$ cat config.mk
export PLATFORM = sky130hd
export DESIGN_NAME = lidar_nearest_point_tracker_core
export DESIGN_NICKNAME = d
export VERILOG_FILES = /design/src/hdl/lnpt_pkg.sv /design/src/hdl/lnpt_decode.sv /design/src/hdl/lnpt_tracker.sv /design/src/hdl/lidar_nearest_point_tracker_core.sv
export SDC_FILE = /design/constraint.sdc
export NUM_CORES = 1
export LEC_CHECK = 0
export BUFFER_PORTS_ARGS = -buffer_cell sky130_fd_sc_hd__buf_2
export CORE_MARGIN = 4
export CORE_UTILIZATION = 53
export CTS_BUF_LIST = sky130_fd_sc_hd__clkbuf_16
export DETAILED_ROUTE_END_ITERATION = 8
export GPL_ROUTABILITY_DRIVEN = 0
export PLACE_DENSITY = 0.76
export REMOVE_ABC_BUFFERS = 1
export SLEW_MARGIN = 20
export SYNTH_ARGS = -nofsm -noshare
export SYNTH_HDL_FRONTEND = slang
export SYNTH_SLANG_ARGS = --single-unit
export TNS_END_PERCENT = 100
$ cat constraint.sdc
create_clock -name aclk -period 7 [get_ports aclk]
set_clock_uncertainty 0.2 [all_clocks]
set_input_delay 0.35 -clock aclk [delete_from_list [all_inputs] [get_ports aclk]]
set_output_delay 0.35 -clock aclk [all_outputs]
set_load 0.01 [all_outputs]
$ cat src/hdl/lnpt_pkg.sv
// Shared types and constants for the lidar nearest-point tracker.
// Used by the decode stage, the tracker stage and the top level.
package lnpt_pkg;

    // Field widths of the scan packet and of the result.
    localparam int BYTE_W   = 8;
    localparam int DIST_W   = 14;
    localparam int ANGLE_W  = 9;
    localparam int LIMIT_W  = 16;
    localparam int CFG_IDX_W = 3;

    // Angle arithmetic.
    localparam logic [ANGLE_W-1:0]   FULL_TURN     = 9'd360;
    localparam logic [ANGLE_W:0]     ONE_TURN_SUM  = 10'd360;
    localparam logic [ANGLE_W:0]     TWO_TURN_SUM  = 10'd720;

    // Configuration register indexes.
    localparam logic [CFG_IDX_W-1:0] REG_DIST_MIN     = 3'd0;
    localparam logic [CFG_IDX_W-1:0] REG_DIST_MAX     = 3'd1;
    localparam logic [CFG_IDX_W-1:0] REG_SECTOR_START = 3'd2;
    localparam logic [CFG_IDX_W-1:0] REG_SECTOR_END   = 3'd3;
    localparam logic [CFG_IDX_W-1:0] REG_ZERO_OFFSET  = 3'd4;

    // Configuration reset values.
    localparam logic [LIMIT_W-1:0] DIST_MIN_RESET     = 16'd0;
    localparam logic [LIMIT_W-1:0] DIST_MAX_RESET     = 16'd40000;
    localparam logic [ANGLE_W-1:0] SECTOR_START_RESET = 9'd0;
    localparam logic [ANGLE_W-1:0] SECTOR_END_RESET   = 9'd360;
    localparam logic [ANGLE_W-1:0] ZERO_OFFSET_RESET  = 9'd0;

    // Result kinds.
    localparam logic KIND_REPORT    = 1'b0;
    localparam logic KIND_SYNC_LOST = 1'b1;

    // Configuration as seen by the decode stage.
    typedef struct packed {
        logic [LIMIT_W-1:0] dist_min;
        logic [LIMIT_W-1:0] dist_max;
        logic [ANGLE_W-1:0] sector_start;
        logic [ANGLE_W-1:0] sector_end;
        logic [ANGLE_W-1:0] zero_offset;
    } lnpt_cfg_t;

    // Decoded packet handed from the decode stage to the tracker.
    typedef struct packed {
        logic               sync_err;
        logic               start;
        logic               accept;
        logic [DIST_W-1:0]  range_mm;
        logic [ANGLE_W-1:0] angle;
    } lnpt_point_t;

endpackage

$ cat src/hdl/lnpt_decode.sv
// Packet decode: sync checks, angle and distance extraction, offset and point filter.
// Pure combinational logic; depends on lnpt_pkg.
module lnpt_decode import lnpt_pkg::*; (
    input  logic [5*BYTE_W-1:0] packet,
    input  lnpt_cfg_t           cfg,
    output lnpt_point_t         point
);

    logic [BYTE_W-1:0]  b_qual;
    logic [BYTE_W-1:0]  b_alo;
    logic [BYTE_W-1:0]  b_ahi;
    logic [BYTE_W-1:0]  b_dlo;
    logic [BYTE_W-1:0]  b_dhi;
    logic [14:0]        angle_fix;
    logic [ANGLE_W-1:0] angle_raw;
    logic [ANGLE_W:0]   angle_sum;
    logic [ANGLE_W-1:0] angle;
    logic [DIST_W-1:0]  range_mm;
    logic [5:0]         quality;
    logic               full_circle;
    logic               in_sector;
    logic               in_limits;

    assign b_qual = packet[0*BYTE_W +: BYTE_W];
    assign b_alo  = packet[1*BYTE_W +: BYTE_W];
    assign b_ahi  = packet[2*BYTE_W +: BYTE_W];
    assign b_dlo  = packet[3*BYTE_W +: BYTE_W];
    assign b_dhi  = packet[4*BYTE_W +: BYTE_W];

    // Start bit must be the complement of the not-start bit, and the check bit set.
    assign point.sync_err = (b_qual[0] == b_qual[1]) || !b_alo[0];
    assign point.start    = b_qual[0];
    assign quality        = b_qual[7:2];

    // Fixed-point to whole units: q6 angle and q2 distance are plain shifts.
    assign angle_fix = {b_ahi, b_alo[7:1]};
    assign angle_raw = angle_fix[14:6];
    assign range_mm  = {b_dhi, b_dlo[7:2]};

    // The offset sum stays below three turns, so two compares reduce it.
    assign angle_sum = {1'b0, angle_raw} + {1'b0, cfg.zero_offset};
    always_comb begin
        if (cfg.zero_offset == '0) begin
            angle = angle_raw;
        end else if (angle_sum >= TWO_TURN_SUM) begin
            angle = ANGLE_W'(angle_sum - TWO_TURN_SUM);
        end else if (angle_sum >= ONE_TURN_SUM) begin
            angle = ANGLE_W'(angle_sum - ONE_TURN_SUM);
        end else begin
            angle = angle_sum[ANGLE_W-1:0];
        end
    end

    // Sector test: full circle, normal range or wrapped range.
    assign full_circle = (cfg.sector_start == '0) && (cfg.sector_end == FULL_TURN);
    always_comb begin
        if (full_circle) begin
            in_sector = 1'b1;
        end else if (cfg.sector_start <= cfg.sector_end) begin
            in_sector = (angle >= cfg.sector_start) && (angle <= cfg.sector_end);
        end else begin
            in_sector = (angle >= cfg.sector_start) || (angle <= cfg.sector_end);
        end
    end

    assign in_limits = ({2'b00, range_mm} >= cfg.dist_min)
                    && ({2'b00, range_mm} <= cfg.dist_max);

    assign point.accept   = (range_mm != '0) && (quality != '0) && in_sector && in_limits;
    assign point.range_mm = range_mm;
    assign point.angle    = angle;

endmodule

$ cat src/hdl/lnpt_tracker.sv
// Rotation tracking state and the result register with its stream handshake.
// Depends on lnpt_pkg; fed by lnpt_decode through the input register of the top level.
module lnpt_tracker import lnpt_pkg::*; (
    input  logic                aclk,
    input  logic                aresetn,
    input  logic                item_valid,
    input  lnpt_point_t         point,
    output logic                item_take,
    output logic                m_tvalid,
    input  logic                m_tready,
    output logic [23:0]         m_tdata,   // nearest_dist[13:0], nearest_angle[22:14], zero
    output logic                m_tuser    // result_kind
);

    logic               have_point_reg, have_point_next;
    logic [DIST_W-1:0]  best_dist_reg, best_dist_next;
    logic [ANGLE_W-1:0] best_angle_reg, best_angle_next;
    logic               m_valid_reg, m_valid_next;
    logic               kind_reg, kind_next;
    logic [DIST_W-1:0]  out_dist_reg, out_dist_next;
    logic [ANGLE_W-1:0] out_angle_reg, out_angle_next;
    logic               base_have;
    logic               emit;

    // An item is processed whenever the result register is free or being drained.
    assign item_take = item_valid && (!m_valid_reg || m_tready);

    // Tracking update and result selection for the item being processed.
    always_comb begin
        have_point_next = have_point_reg;
        best_dist_next  = best_dist_reg;
        best_angle_next = best_angle_reg;
        kind_next       = kind_reg;
        out_dist_next   = out_dist_reg;
        out_angle_next  = out_angle_reg;
        emit            = 1'b0;
        base_have       = have_point_reg;
        if (item_take) begin
            if (point.sync_err) begin
                emit            = 1'b1;
                kind_next       = KIND_SYNC_LOST;
                out_dist_next   = '0;
                out_angle_next  = '0;
                have_point_next = 1'b0;
                best_dist_next  = '1;
                best_angle_next = '0;
            end else begin
                // A start packet closes the previous rotation first.
                if (point.start) begin
                    emit           = have_point_reg;
                    kind_next      = KIND_REPORT;
                    out_dist_next  = best_dist_reg;
                    out_angle_next = best_angle_reg;
                    base_have      = 1'b0;
                    have_point_next = 1'b0;
                    best_dist_next  = '1;
                    best_angle_next = '0;
                end
                if (point.accept && (!base_have || (point.range_mm < best_dist_reg))) begin
                    have_point_next = 1'b1;
                    best_dist_next  = point.range_mm;
                    best_angle_next = point.angle;
                end
            end
        end
    end

    always_comb begin
        if (emit) begin
            m_valid_next = 1'b1;
        end else if (m_tready) begin
            m_valid_next = 1'b0;
        end else begin
            m_valid_next = m_valid_reg;
        end
    end

    // Control state.
    always_ff @(posedge aclk) begin
        if (!aresetn) begin
            have_point_reg <= 1'b0;
            m_valid_reg    <= 1'b0;
        end else begin
            have_point_reg <= have_point_next;
            m_valid_reg    <= m_valid_next;
        end
    end

    // Payload; the best distance is only used while a point is held.
    always_ff @(posedge aclk) begin
        best_dist_reg  <= best_dist_next;
        best_angle_reg <= best_angle_next;
        kind_reg       <= kind_next;
        out_dist_reg   <= out_dist_next;
        out_angle_reg  <= out_angle_next;
    end

    assign m_tvalid = m_valid_reg;
    assign m_tuser  = kind_reg;
    assign m_tdata  = {1'b0, out_angle_reg, out_dist_reg};

    // A sync loss always drops the tracked point.
    a_sync_clears: assert property (@(posedge aclk) disable iff (!aresetn)
        item_take && point.sync_err |=> !have_point_reg)
        else $error("tracking not cleared after sync loss");

    // A rotation report is only produced while a point is held.
    a_report_has_point: assert property (@(posedge aclk) disable iff (!aresetn)
        item_take && !point.sync_err && point.start && !have_point_reg |=> !m_valid_reg)
        else $error("report issued without a tracked point");

    // An accepted point on a valid packet always leaves a point tracked.
    a_accept_tracks: assert property (@(posedge aclk) disable iff (!aresetn)
        item_take && !point.sync_err && point.accept |=> have_point_reg)
        else $error("accepted point not tracked");

    // Sync-lost results carry zero fields.
    a_sync_fields: assert property (@(posedge aclk) disable iff (!aresetn)
        m_valid_reg && (kind_reg == KIND_SYNC_LOST) |-> (out_dist_reg == '0)
            && (out_angle_reg == '0))
        else $error("sync-lost result with nonzero fields");

endmodule

$ cat src/hdl/lidar_nearest_point_tracker_core.sv
// Top level of the lidar nearest-point tracker: input register, configuration registers.
// Instantiates lnpt_decode and lnpt_tracker; depends on lnpt_pkg.
//
// Takes one 5-byte scan packet per transfer on the s_ channel and gives at most one result
// per packet on the m_ channel: a nearest-point report when a start packet closes a
// rotation that held a point, or a sync-lost result for a packet that fails its start or
// check bit. Each packet is registered, then decoded and compared against the tracked point
// in a single pass, and the result register is loaded on the next edge, so one packet can
// be accepted in every cycle while m_tready is high. A result is held in the result register
// after its packet leaves the input register; while a result waits with m_tready low, the
// input holds. Configuration is written through cfg_we, cfg_addr and cfg_wdata, by the user
// only while the block is idle (not enforced by the block); unused indexes are ignored.
module lidar_nearest_point_tracker_core import lnpt_pkg::*; (
    input  logic                 aclk,
    input  logic                 aresetn,
    input  logic                 s_tvalid,
    output logic                 s_tready,
    input  logic [39:0]          s_tdata,  // byte_quality, byte_angle_low, byte_angle_high,
                                           // byte_dist_low, byte_dist_high
    output logic                 m_tvalid,
    input  logic                 m_tready,
    output logic [23:0]          m_tdata,  // nearest_dist[13:0], nearest_angle[22:14], zero
    output logic                 m_tuser,  // result_kind
    input  logic                 cfg_we,
    input  logic [CFG_IDX_W-1:0] cfg_addr,
    input  logic [LIMIT_W-1:0]   cfg_wdata
);

    logic                in_valid_reg, in_valid_next;
    logic [5*BYTE_W-1:0] in_data_reg, in_data_next;
    lnpt_cfg_t           cfg_reg, cfg_next;
    lnpt_point_t         point;
    logic                item_take;

    // Input register refills as soon as its packet is processed.
    assign s_tready = !in_valid_reg || item_take;

    always_comb begin
        in_valid_next = in_valid_reg;
        in_data_next  = in_data_reg;
        if (s_tready) begin
            in_valid_next = s_tvalid;
            in_data_next  = s_tdata;
        end
    end

    // Configuration register writes.
    always_comb begin
        cfg_next = cfg_reg;
        if (cfg_we) begin
            case (cfg_addr)
                REG_DIST_MIN:     cfg_next.dist_min     = cfg_wdata;
                REG_DIST_MAX:     cfg_next.dist_max     = cfg_wdata;
                REG_SECTOR_START: cfg_next.sector_start = cfg_wdata[ANGLE_W-1:0];
                REG_SECTOR_END:   cfg_next.sector_end   = cfg_wdata[ANGLE_W-1:0];
                REG_ZERO_OFFSET:  cfg_next.zero_offset  = cfg_wdata[ANGLE_W-1:0];
                default:          cfg_next = cfg_reg;
            endcase
        end
    end

    always_ff @(posedge aclk) begin
        if (!aresetn) begin
            in_valid_reg         <= 1'b0;
            cfg_reg.dist_min     <= DIST_MIN_RESET;
            cfg_reg.dist_max     <= DIST_MAX_RESET;
            cfg_reg.sector_start <= SECTOR_START_RESET;
            cfg_reg.sector_end   <= SECTOR_END_RESET;
            cfg_reg.zero_offset  <= ZERO_OFFSET_RESET;
        end else begin
            in_valid_reg <= in_valid_next;
            cfg_reg      <= cfg_next;
        end
    end

    always_ff @(posedge aclk) begin
        in_data_reg <= in_data_next;
    end

    lnpt_decode u_decode (
        .packet (in_data_reg),
        .cfg    (cfg_reg),
        .point  (point)
    );

    lnpt_tracker u_tracker (
        .aclk       (aclk),
        .aresetn    (aresetn),
        .item_valid (in_valid_reg),
        .point      (point),
        .item_take  (item_take),
        .m_tvalid   (m_tvalid),
        .m_tready   (m_tready),
        .m_tdata    (m_tdata),
        .m_tuser    (m_tuser)
    );

endmodule

==> out/metrics.yaml <==
die:
  io_pins: 91
  core_sq_mm: 0.0145
  row_count: 44
  start_util_pct: 53.8
  die_area_sq_mm: 0.0167
  die-width_um: 129
  die_h_um: 129
synth:
  syn_avg_cell_area_sq_um: 9.87
  synth.distinct_cells: 71
  yosys_warnings: 0
  yosys_register_bits: 141
  yosys.area.top_type: "edfxtp_1"
  synth.most_common_cell: "nand2_1"
  synth_common_cells: "nand2_1 (134), ha_1 (82), edfxtp_1 (79)"
  yosys.area.top_type_share_pct: 30.5
  synth_top_flop_cell: "edfxtp_1"
  syn_inst: 789
  ys_seq_area_share_pct: 46.4
  synth_edf_count: 79
  syn_area_sq_mm: 0.00778
  ys_top_cells_by_area: "edfxtp_1 (30%), dfxtp_1 (16%), ha_1 (13%)"
  async_flop_share_pct: 0
grt:
  grt_overflow: 0
  grt_antenna_before_repair: 0
  grtUsageTotal_pct: 22.2
  grt_pass1_wl_um: 29100
  grt_max_degree: 63
  grt_pass1_vias: 6043
power:
  p_int_mw: 1.62
  vdd_drop_max_v: 0.000168
  pwr-share-comb_pct: 13.7
  p_switching_mw: 0.541
  sw_frac_of_total_pct: 25.0
  pwr-share-seq_pct: 42.9
  p_leak_nw: 3.94
  pwr-share-clk_pct: 43.4
  power_density_mw_per_mm2: 229
layout:
  syn_to_final_growth_pct: 21.7
  nets: 1059
  layout.cells.non_filler: 1109
  layout-drive-gt1-share_pct: 15.4
  largest_reg_flops: 59
  n_antenna_cell: 0
place:
  buffer_ports.inserted: 81
  dpl.hpwl_um: 12700
  place.detailed.instances: 1036
detailed_routing:
  vias: 6135
  first_pass_iters: 5
  drt-vias-per-instance: 5.53
  wl_per_cell_um: 16.2
  antenna_left: 0
  drc: 0
  routed_wl_um: 18000
  drt_iter0_markers: 465
timing:
  fmax_ghz: 0.151
  period_share_pct: 94.5
  setup_viol: 0
  whs_ps: 36.2
  min_period_ps: 6610
  finalMaxSlewViolations: 0
  worst_pin_slew_ps: 938
  maxSlewHeadroom_pct: 37.3
  hold_violations: 0
clock_tree:
  cts.path.max_buffers: 2
  cts.clk_slew.worst_paths_ps: 60
  cts_tree: "built"
  root_buffer: "clkbuf_16"
  cts_buffers: 17
  clock_latency_ps: 430
  cts_max_level: 4
  post_cts.repair.setup_buffers: 0
  clkSinkCount: 141
run:
  drv_cap: 0
setup_path:
  crit_type: "register to register"
  crit_fanout: 8
  regToRegSetupSlack_ps: 390
  worstPathRequired_ps: 6940
  crit_arrival_ps: 6550
  critPathCaptureType: "register"
  crit_path_start_kind: "register"
status:
  status: "complete, no violations"
hold_path:
  hold_path_class: "primary input to register"
-- power by group through the flow --
stage / logic (mW) / clock network (mW) / registers, mW
2_1_floorplan: 0.177 / 0 / 0.944
4_1_cts: 0.286 / 0.953 / 0.930
3_5_place_dp: 0.266 / 0 / 0.947
5_1_grt: 0.331 / 0.983 / 0.933
3_3_place_gp: 0.258 / 0 / 0.946
6_report: 0.296 / 0.940 / 0.930
-- cell usage in the layout, fill, tap and decap left out, types with 8 or more instances in the layout --
cell type      instances
dlygate4sd3_1         40
nor2b_1               12
o21ai_0               14
nor4_1                10
buf_4                  9
nand2b_1              19
nor3_1                 8
inv_1                 70
nor2_1                33
o211ai_1              11
a21oi_1               25
o21a_1                 9
edfxtp_1              79
nand2_1              134
clkbuf_16             18
a21boi_0              50
dfxtp_1               62
nand4_1                8
and2_1                20
nand3_1               10
buf_2                 81
ha_1                  82
a21o_1                20
-- repair_timing --
| action | in CTS | in global routing |
|---|---|---|
| setup endpoints to repair | 0 | 31 |
| endpoints found under the hold margin | 46 | 0 |
| hold buffers | 40 | 0 |
| resized for setup | 0 | 12 |
-- layout make-up --
class | count | area [sq um]
clock buffers | 18 | 450
clock inverters | 14 | 165
fillers | 1163 | 5010
inverters | 70 | 263
multi-input cells | 551 | 3870
flip-flops and latches | 141 | 3610
well taps | 184 | 230
repair buffers | 131 | 885
-- path summary, 6_finish.rpt --
check | startpoint | to | depth (start not counted)
min reg2reg | cfg_reg[55] | cfg_reg[55] | 2
min | cfg_wdata[2] | cfg_reg[29] | 3
max reg2reg | in_data_reg[15] | u_tracker.best_dist_reg[0] | 27
max | in_data_reg[15] | u_tracker.best_dist_reg[0] | 27
-- metal layers --
metal / vias up / track usage (%) / part of all wire [%]
li1: 3048 / - / -
met4: 0 / 7.97 / 2.0
met3: 24 / 4.33 / 5.4
met1: 2901 / 29.8 / 46
met2: 162 / 36.0 / 46
met5: - / 0 / 0
-- worst max-delay path, stage by stage (launching register included) --
cell	delay, ps
edfxtp_1	410
ha_1	240
fa_1	420
a21o_1	260
a21oi_2	190
xor2_2	130
inv_2	130
ha_1	150
nor3b_2	200
nand2_1	80
or4_4	530
a32oi_2	270
a221oi_4	120
nand2_1	100
a41oi_2	150
xnor2_2	200
a21oi_1	240
ha_1	290
a21o_1	160
a21o_1	170
a21oi_1	170
nor2b_1	150
a221o_1	150
maj3_1	170
o2111ai_2	190
or2_4	330
a31oi_2	280
buf_4	230
-- stage by stage --
step,power (mW),setup slack [ps],TNS (ps),util [%],area [sq um]
after global placement,1.20,332,0,58.0,8390
after global routing,2.25,-0.915,-3.19,65.4,9470
final,2.17,387,0,65.4,9470
after floorplan,1.12,-96.5,-2220,-,7680
after CTS,2.17,146,0,65.0,9410
after detailed placement,1.21,186,0,58.0,8390
-- logic make-up (layout without fill, tap and decap cells) --
group / Yosys count / count (layout) / synth area share (%)
xor+xnor: 8 / 8 / 0.900
fa+ha+maj: 84 / 84 / 13.6
other cells: 1 / 1 / 0.0482
compound gates: 178 / 178 / 16.9
simple gates: 275 / 275 / 16.7
mux: 5 / 5 / 0.643
buf+inv: 97 / 233 / 4.76
flops: 141 / 141 / 46.4
(Power assumes the default switching activity.)
